===== config.mk =====
export PLATFORM = sky130hd
export DESIGN_NAME = mouse_packet_router_decoder_core
export DESIGN_NICKNAME = d
export VERILOG_FILES = /design/src/rtl/mprd_pkg.sv /design/src/rtl/mouse_packet_router_decoder_core.sv
export SDC_FILE = /design/constraint.sdc
export NUM_CORES = 1
export LEC_CHECK = 0
export BUFFER_PORTS_ARGS = -buffer_cell sky130_fd_sc_hd__buf_4
export CAP_MARGIN = 20
export CORE_UTILIZATION = 52
export DETAILED_ROUTE_END_ITERATION = 6
export PLACE_DENSITY = 0.8
export SYNTH_ARGS = -nofsm -noshare
export SYNTH_HDL_FRONTEND = slang
export SYNTH_SLANG_ARGS = --single-unit

===== constraint.sdc =====
create_clock -name clock -period 4.4 [get_ports clock]
set_input_delay 0.22 -clock clock [delete_from_list [all_inputs] [get_ports clock]]
set_output_delay 0.22 -clock clock [all_outputs]
set_load 0.005 [all_outputs]

===== src/rtl/mprd_pkg.sv =====
// ----------------------------------------------------------------------------
// mprd_pkg
// Types, constants and helper functions for the mouse packet router and
// decoder: packet phases, register indexes and the response record.
// ----------------------------------------------------------------------------
package mprd_pkg;

   // coordinate and byte widths
   localparam int POS_W  = 10;
   localparam int BYTE_W = 8;
   localparam int BTN_W  = 2;

   // header byte pattern 111110LR
   localparam logic [BYTE_W-1:0] HDR_MASK = 8'hFC;
   localparam logic [BYTE_W-1:0] HDR_MARK = 8'hF8;

   // clamp limits after reset
   localparam logic [POS_W-1:0] MAX_X_RST = 10'd319;
   localparam logic [POS_W-1:0] MAX_Y_RST = 10'd199;

   // register index codes of the csr port
   typedef enum logic {
      CSR_MAX_X = 1'b0,
      CSR_MAX_Y = 1'b1
   } csr_index_type;

   // position inside a three-byte mouse packet
   typedef enum logic [1:0] {
      PHASE_HEADER = 2'd0,
      PHASE_DX     = 2'd1,
      PHASE_DY     = 2'd2
   } phase_type;

   // one response transaction
   typedef struct packed {
      logic              key_valid;
      logic [BYTE_W-1:0] key_byte;
      logic              mouse_update;
      logic [POS_W-1:0]  cursor_x;
      logic [POS_W-1:0]  cursor_y;
      logic [BTN_W-1:0]  button_bits;
   } rsp_type;

   // add a signed byte delta to a position and clamp to 0..lim
   function automatic logic [POS_W-1:0] clamp_axis(
      input logic [POS_W-1:0]  pos,
      input logic [BYTE_W-1:0] delta,
      input logic [POS_W-1:0]  lim
   );
      logic [POS_W+1:0] sum;
      logic [POS_W-1:0] res;
      sum = {2'b00, pos} + {{(POS_W+2-BYTE_W){delta[BYTE_W-1]}}, delta};
      if (sum[POS_W+1]) begin
         res = '0;
      end else if (sum[POS_W:0] > {1'b0, lim}) begin
         res = lim;
      end else begin
         res = sum[POS_W-1:0];
      end
      return res;
   endfunction

endpackage


===== src/rtl/mouse_packet_router_decoder_core.sv =====
// ----------------------------------------------------------------------------
// mouse_packet_router_decoder_core
// Splits a received keyboard-link byte stream into keyboard bytes and
// three-byte relative mouse packets, keeping a clamped cursor position.
// ----------------------------------------------------------------------------
//
//   channel   direction   handshake               payload
//   req       in          req_valid / req_ready   req_rx_byte
//   rsp       out         rsp_valid / rsp_ready   rsp_key_valid .. rsp_button_bits
//   csr       in          csr_wr_en               csr_index, csr_wr_data
//
// One transaction per cycle while req_ready is high: the decode and clamp
// logic sits between the request port and the head or skid response register.
// A two-entry response buffer (head plus skid) keeps req_ready high while
// one response waits; req_ready drops only when both entries are full.
// Reset is synchronous and returns phase, position, buttons and limits
// to their defaults; csr writes are taken in every cycle.

module mouse_packet_router_decoder_core (
   input  logic                         clock,
   input  logic                         reset,

   input  logic                         req_valid,
   output logic                         req_ready,
   input  logic [mprd_pkg::BYTE_W-1:0]  req_rx_byte,

   output logic                         rsp_valid,
   input  logic                         rsp_ready,
   output logic                         rsp_key_valid,
   output logic [mprd_pkg::BYTE_W-1:0]  rsp_key_byte,
   output logic                         rsp_mouse_update,
   output logic [mprd_pkg::POS_W-1:0]   rsp_cursor_x,
   output logic [mprd_pkg::POS_W-1:0]   rsp_cursor_y,
   output logic [mprd_pkg::BTN_W-1:0]   rsp_button_bits,

   input  logic                         csr_wr_en,
   input  logic                         csr_index,
   input  logic [mprd_pkg::POS_W-1:0]   csr_wr_data
);

   // configuration registers
   logic [mprd_pkg::POS_W-1:0] max_x_ff;
   logic [mprd_pkg::POS_W-1:0] max_y_ff;

   // decoder state
   mprd_pkg::phase_type         phase_ff, phase_in;
   logic [mprd_pkg::BTN_W-1:0]  hdr_btn_ff, hdr_btn_in;
   logic [mprd_pkg::BYTE_W-1:0] dx_ff, dx_in;
   logic [mprd_pkg::POS_W-1:0]  pos_x_ff, pos_x_in;
   logic [mprd_pkg::POS_W-1:0]  pos_y_ff, pos_y_in;
   logic [mprd_pkg::BTN_W-1:0]  btn_ff, btn_in;

   // response buffer
   mprd_pkg::rsp_type head_ff, head_in;
   mprd_pkg::rsp_type skid_ff, skid_in;
   logic              head_vld_ff, head_vld_in;
   logic              skid_vld_ff, skid_vld_in;

   mprd_pkg::rsp_type rsp_new;
   logic              push;
   logic              pop;

   // csr writes
   always_ff @(posedge clock) begin
      if (reset) begin
         max_x_ff <= mprd_pkg::MAX_X_RST;
         max_y_ff <= mprd_pkg::MAX_Y_RST;
      end else if (csr_wr_en) begin
         case (mprd_pkg::csr_index_type'(csr_index))
            mprd_pkg::CSR_MAX_X: max_x_ff <= csr_wr_data;
            mprd_pkg::CSR_MAX_Y: max_y_ff <= csr_wr_data;
            default: ;
         endcase
      end
   end

   // handshakes
   assign req_ready = !skid_vld_ff;
   assign push      = req_valid && req_ready;
   assign rsp_valid = head_vld_ff;
   assign pop       = head_vld_ff && rsp_ready;

   // byte decode and cursor update
   always_comb begin
      phase_in   = phase_ff;
      hdr_btn_in = hdr_btn_ff;
      dx_in      = dx_ff;
      pos_x_in   = pos_x_ff;
      pos_y_in   = pos_y_ff;
      btn_in     = btn_ff;
      rsp_new    = '0;
      case (phase_ff)
         mprd_pkg::PHASE_DX: begin
            dx_in    = req_rx_byte;
            phase_in = mprd_pkg::PHASE_DY;
         end
         mprd_pkg::PHASE_DY: begin
            btn_in   = hdr_btn_ff;
            pos_x_in = mprd_pkg::clamp_axis(pos_x_ff, dx_ff, max_x_ff);
            pos_y_in = mprd_pkg::clamp_axis(pos_y_ff, req_rx_byte, max_y_ff);
            phase_in = mprd_pkg::PHASE_HEADER;
            rsp_new.mouse_update = 1'b1;
         end
         default: begin
            // header or keyboard byte; the unused phase code lands here too
            phase_in = mprd_pkg::PHASE_HEADER;
            if ((req_rx_byte & mprd_pkg::HDR_MASK) == mprd_pkg::HDR_MARK) begin
               hdr_btn_in = req_rx_byte[mprd_pkg::BTN_W-1:0];
               phase_in   = mprd_pkg::PHASE_DX;
            end else begin
               rsp_new.key_valid = 1'b1;
               rsp_new.key_byte  = req_rx_byte;
            end
         end
      endcase
      rsp_new.cursor_x    = pos_x_in;
      rsp_new.cursor_y    = pos_y_in;
      rsp_new.button_bits = btn_in;
   end

   // decoder state registers, advanced on each accepted transaction
   always_ff @(posedge clock) begin
      if (reset) begin
         phase_ff   <= mprd_pkg::PHASE_HEADER;
         hdr_btn_ff <= '0;
         dx_ff      <= '0;
         pos_x_ff   <= '0;
         pos_y_ff   <= '0;
         btn_ff     <= '0;
      end else if (push) begin
         phase_ff   <= phase_in;
         hdr_btn_ff <= hdr_btn_in;
         dx_ff      <= dx_in;
         pos_x_ff   <= pos_x_in;
         pos_y_ff   <= pos_y_in;
         btn_ff     <= btn_in;
      end
   end

   // head and skid entry update
   always_comb begin
      head_in     = head_ff;
      skid_in     = skid_ff;
      head_vld_in = head_vld_ff;
      skid_vld_in = skid_vld_ff;
      if (skid_vld_ff) begin
         // full: no push possible, drain the skid entry into the head
         if (pop) begin
            head_in     = skid_ff;
            skid_vld_in = 1'b0;
         end
      end else if (head_vld_ff) begin
         if (push && pop) begin
            head_in = rsp_new;
         end else if (push) begin
            skid_in     = rsp_new;
            skid_vld_in = 1'b1;
         end else if (pop) begin
            head_vld_in = 1'b0;
         end
      end else if (push) begin
         head_in     = rsp_new;
         head_vld_in = 1'b1;
      end
   end

   // response buffer registers
   always_ff @(posedge clock) begin
      if (reset) begin
         head_vld_ff <= 1'b0;
         skid_vld_ff <= 1'b0;
      end else begin
         head_vld_ff <= head_vld_in;
         skid_vld_ff <= skid_vld_in;
      end
   end

   always_ff @(posedge clock) begin
      head_ff <= head_in;
      skid_ff <= skid_in;
   end

   // response ports
   assign rsp_key_valid    = head_ff.key_valid;
   assign rsp_key_byte     = head_ff.key_byte;
   assign rsp_mouse_update = head_ff.mouse_update;
   assign rsp_cursor_x     = head_ff.cursor_x;
   assign rsp_cursor_y     = head_ff.cursor_y;
   assign rsp_button_bits  = head_ff.button_bits;

   // skid entry is only ever filled behind a valid head
   a_skid_behind_head: assert property (@(posedge clock) disable iff (reset)
      skid_vld_ff |-> head_vld_ff)
      else $error("skid entry valid while head entry empty");

   // a response is never both a keyboard byte and a mouse update
   a_kind_exclusive: assert property (@(posedge clock) disable iff (reset)
      rsp_valid |-> !(rsp_key_valid && rsp_mouse_update))
      else $error("response flagged as keyboard byte and mouse update");

   // an accepted header byte opens a packet
   a_header_opens: assert property (@(posedge clock) disable iff (reset)
      (push && phase_ff == mprd_pkg::PHASE_HEADER
       && (req_rx_byte & mprd_pkg::HDR_MASK) == mprd_pkg::HDR_MARK)
      |=> phase_ff == mprd_pkg::PHASE_DX)
      else $error("header byte did not start a mouse packet");

   // a drained head with a full skid shows the former skid entry next
   a_skid_forward: assert property (@(posedge clock) disable iff (reset)
      (skid_vld_ff && pop) |=> (head_vld_ff && head_ff == $past(skid_ff)))
      else $error("skid entry lost on drain");

endmodule

==> metrics.txt <==
# TYPE chip_impl_metric gauge
chip_impl_metric{name="synth_fp_nets",unit=""} 700
chip_impl_info{name="netlist.top_cell.by_area",value="edfxtp_1"} 1
chip_impl_metric{name="worstSkewPairLatency",unit="ns"} 0.42
chip_impl_metric{name="max_clock_freq",unit="MHz"} 237.6
chip_impl_metric{name="drv.max_cap_violation_count",unit=""} 0
chip_impl_info{name="synth.area.top_cells",value="edfxtp_1 31%, dfxtp_1 18%, ha_1 8.8%, nand2_1 5.2%, a21oi_1 3.6%"} 1
chip_impl_info{name="unrepaired_setup_endpoints_after_global_routing",value="yes"} 1
chip_impl_metric{name="max-clock-path-buffers",unit=""} 2
chip_impl_metric{name="detail_route.first_pass.iterations",unit=""} 7
chip_impl_metric{name="routed_wl",unit="um"} 15360
chip_impl_metric{name="first_pass_grt_wire_length",unit="um"} 25240
chip_impl_metric{name="synth.cell_area",unit="sq mm"} 0.006274
chip_impl_metric{name="drt_drc_violations_left",unit=""} 5
chip_impl_metric{name="clkTransAtPathRegs",unit="ns"} 0.06
chip_impl_metric{name="track_usage",unit="%"} 26.06
chip_impl_metric{name="synth-edff-count",unit=""} 64
chip_impl_metric{name="numClockSinks",unit=""} 120
chip_impl_info{name="timing.hold.worst.class",value="input port to register"} 1
chip_impl_metric{name="cts_setup_buffers",unit=""} 0
chip_impl_metric{name="grt_max_degree",unit=""} 48
chip_impl_metric{name="layout.core_utilization",unit="%"} 64.49
chip_impl_info{name="violations",value="design-rule violations"} 1
chip_impl_metric{name="final-setup-viol-count",unit=""} 0
chip_impl_metric{name="core",unit="sq mm"} 0.01156
chip_impl_metric{name="power_density",unit="mW/mm^2"} 379.3
chip_impl_metric{name="io-pin-count",unit=""} 58
chip_impl_metric{name="drt-initial-drc-count",unit=""} 444
chip_impl_metric{name="row_count",unit=""} 39
chip_impl_metric{name="max-slew-margin-rel",unit="%"} 29.28
chip_impl_metric{name="yosys_register_bits",unit=""} 120
chip_impl_metric{name="min_period_over_period",unit="%"} 95.66
chip_impl_metric{name="proportion_of_netlist_area_held_by_the_largest_area_contributor",unit="%"} 30.63
chip_impl_metric{name="power.leakage",unit="uW"} 0.003033
chip_impl_metric{name="vias",unit=""} 5063
chip_impl_metric{name="count_of_endpoints_failing_hold_in_the_final_timing_report",unit=""} 0
chip_impl_metric{name="ff2ff_path_depth",unit=""} 15
chip_impl_metric{name="timing_max_transition_violations_final",unit=""} 0
chip_impl_metric{name="placement.io_buffers",unit=""} 57
chip_impl_metric{name="finalSetupTns",unit="ns"} 0
chip_impl_metric{name="tightestPinTransition",unit="ns"} 1.061
chip_impl_metric{name="drtAntennaViolNets",unit=""} 0
chip_impl_metric{name="finalWorstPathRequiredPeriod",unit="ns"} 4.209
chip_impl_metric{name="cts-buffers-inserted",unit=""} 17
chip_impl_metric{name="clock-skew-final",unit="ns"} 0.01059
chip_impl_metric{name="areaGrowthSynthToFinish",unit="%"} 18.89
chip_impl_metric{name="synth_warnings",unit=""} 0
chip_impl_metric{name="post_synthesis_cells",unit=""} 630
chip_impl_metric{name="nets",unit=""} 762
chip_impl_info{name="timing.critical_path.to_type",value="register"} 1
chip_impl_metric{name="max-vdd-ir-drop",unit="mV"} 0.2284
chip_impl_info{name="final_cell_mix",value="87 x nand2_1, 64 x buf_4, 64 x edfxtp_1"} 1
chip_impl_metric{name="synth_async_reset_ratio",unit="%"} 0
chip_impl_metric{name="fp.dieW",unit="um"} 111.8
chip_impl_info{name="final_common_cell",value="nand2_1"} 1
chip_impl_metric{name="synth_seq_area_share",unit="%"} 48.50
chip_impl_metric{name="filler_cell_count",unit=""} 874
chip_impl_metric{name="hold-path-cell-count",unit=""} 2
chip_impl_metric{name="synthesis.area_per_instance",unit="sq um"} 9.958
chip_impl_metric{name="post_cts_resized",unit=""} 0
chip_impl_info{name="tritoncts",value="done"} 1
chip_impl_metric{name="layout-drive-gt1-share",unit="%"} 15.74
chip_impl_metric{name="synth.lib_cells_used.distinct",unit=""} 48
chip_impl_metric{name="crit_required",unit="ns"} 4.53
chip_impl_metric{name="dieArea",unit="sq mm"} 0.01251
chip_impl_info{name="setup.worst_path.start_class",value="register"} 1
chip_impl_metric{name="grt-ovfl-total",unit=""} 0
chip_impl_metric{name="die_height",unit="um"} 111.8
chip_impl_metric{name="grt_pass1_vias",unit=""} 4986
chip_impl_metric{name="floorplan.initialDensity",unit="%"} 54.25
chip_impl_info{name="cts_root_buf",value="clkbuf_16"} 1
chip_impl_metric{name="cp_data_arrival_time",unit="ns"} 4.34
chip_impl_metric{name="avgViaCountPerCell",unit=""} 5.971
chip_impl_info{name="synth_ff_type",value="edfxtp_1"} 1
chip_impl_metric{name="hpwlAfterDp",unit="um"} 10700
chip_impl_metric{name="h-tree-depth",unit=""} 4
chip_impl_metric{name="gp_routability_congestion",unit=""} 0.9492
chip_impl_metric{name="antenna-diode-count",unit=""} 0
chip_impl_metric{name="grt_antenna_before_repair",unit=""} 0
chip_impl_info{name="status",value="complete, but fails checks"} 1
chip_impl_metric{name="route.detailed.wl_per_inst",unit="um"} 18.11
chip_impl_info{name="worst-setup-path-type",value="register to register"} 1
chip_impl_metric{name="critical_path_peak_fanout",unit=""} 7
==> per-stage QoR <==
stage	cell area [sq um]	total power [uW]	hold WS, ns	setup slack, ns	cells
detailed placement	6842	1514	0.4387	0.3298	812
global route	7458	2917	0.01198	-0.04006	848
finish	7458	2829	0.02138	0.1911	848
global placement	6842	1502	0.4211	0.4592	812
floorplan	6274	1406	0.3201	0.8973	630
CTS	7423	2831	0.003685	0.2574	846
==> power breakdown <==
| part | total, uW | switching (uW) | internal, uW |
|---|---|---|---|
| Clock | 1330 | 498 | 827 |
| Combinational | 250 | 139 | 111 |
| Sequential | 1250 | 23.4 | 1230 |
| Total | 2830 | 661 | 2170 |
==> synthesized netlist by cell type (2+ instances only) <==
cell,n
and2_1,9
o21a_1,3
nor4_1,2
and3_1,4
o31a_1,2
buf_1,2
o211ai_1,2
o2111ai_1,2
nand3b_1,5
nor3_1,7
clkbuf_1,20
edfxtp_1,64
nand4_1,3
nand3_1,17
nand2_1,87
o221ai_1,20
nand2b_1,22
nor2_1,32
inv_1,39
nor2b_1,8
o41ai_1,2
a21o_1,5
o21bai_1,2
o21ai_1,9
a21oi_1,45
fa_1,2
mux2_2,13
a211oi_1,2
ha_1,44
o21ai_0,38
dfxtp_1,56
xnor2_1,12
mux2i_1,22
xor2_1,5
a211o_1,9
or3_1,2
==> critical path, cell delays in order (launching register included) <==
cell      delay, ns
dfxtp_1        0.36
ha_1           0.24
inv_1          0.07
fa_1           0.39
and2b_1        0.24
nor3_1         0.06
o31a_1         0.33
xnor2_1        0.22
ha_1           0.31
a22o_1         0.25
o41ai_1        0.24
a21oi_1        0.14
a41oi_2        0.30
buf_4          0.26
mux2i_1        0.32
o221ai_1       0.20
==> logic make-up after synthesis <==
group	Yosys count	synth area share [%]
buffers and inverters	63	3.909
muxes	35	5.844
adders and majority gates	46	9.414
DFF	120	48.50
AOI/OAI and AO/OA	147	14.80
and+or+nand+nor	202	15.16
xor gates and xnor gates	17	2.373
==> per-layer routing <==
layer / track usage (%) / vias up / share of wire (%)
li1: - / 2391 / -
met2: 40.87 / 235 / 46
met5: 0 / - / 0
met1: 34.71 / 2406 / 44
met3: 5.879 / 31 / 7.3
met4: 11.17 / 0 / 2.4
==> final timing paths <==
kind / from / endpoint / slack [ns]
worst min register to register: dx_ff[0]$_SDFFE_PP0P_ / dx_ff[0]$_SDFFE_PP0P_ / 0.47
worst max register to register: pos_y_ff[0]$_SDFFE_PP0P_ / rsp_cursor_y[8]$_DFFE_PP_ / 0.19
worst min-delay path: csr_wr_data[5] / max_x_ff[5]$_SDFFE_PP1P_ / 0.02
worst max-delay path: pos_y_ff[0]$_SDFFE_PP0P_ / rsp_cursor_y[8]$_DFFE_PP_ / 0.19
==> state kept, by name, indices dropped and copies added (netlist names) <==
| name | flops |
|---|---|
| hdr_btn_ff | 2 |
| rsp_key_byte | 8 |
| phase_ff | 2 |
| pos_x_ff | 10 |
| max_x_ff | 10 |
| rsp_cursor_y | 10 |
| rsp_mouse_update | 1 |
| rsp_key_valid | 1 |
| rsp_valid | 1 |
| max_y_ff | 10 |
| dx_ff | 8 |
| skid_vld_ff | 1 |
| btn_ff | 2 |
| rsp_cursor_x | 10 |
| skid_ff | 32 |
| pos_y_ff | 10 |
| rsp_button_bits | 2 |
==> final cells by class <==
class	instances	area [sq um]	area share, %
inverters	39	146.4	1.963
flip-flops and latches	120	3043	40.80
multi-input cells	447	3000	40.23
clock buffers	19	432.9	5.804
clock inverters	13	128.9	1.728
repair buffers	67	528.0	7.079
well taps	143	178.9	2.399
==> repair_timing <==
| action | CTS | global route |
|---|---|---|
| hold buffers | 2 | 0 |
| hold endpoints to repair | 2 | 0 |
| endpoints found under the setup margin | 0 | 5 |
Note: power is estimated with default switching activity, not from simulation.
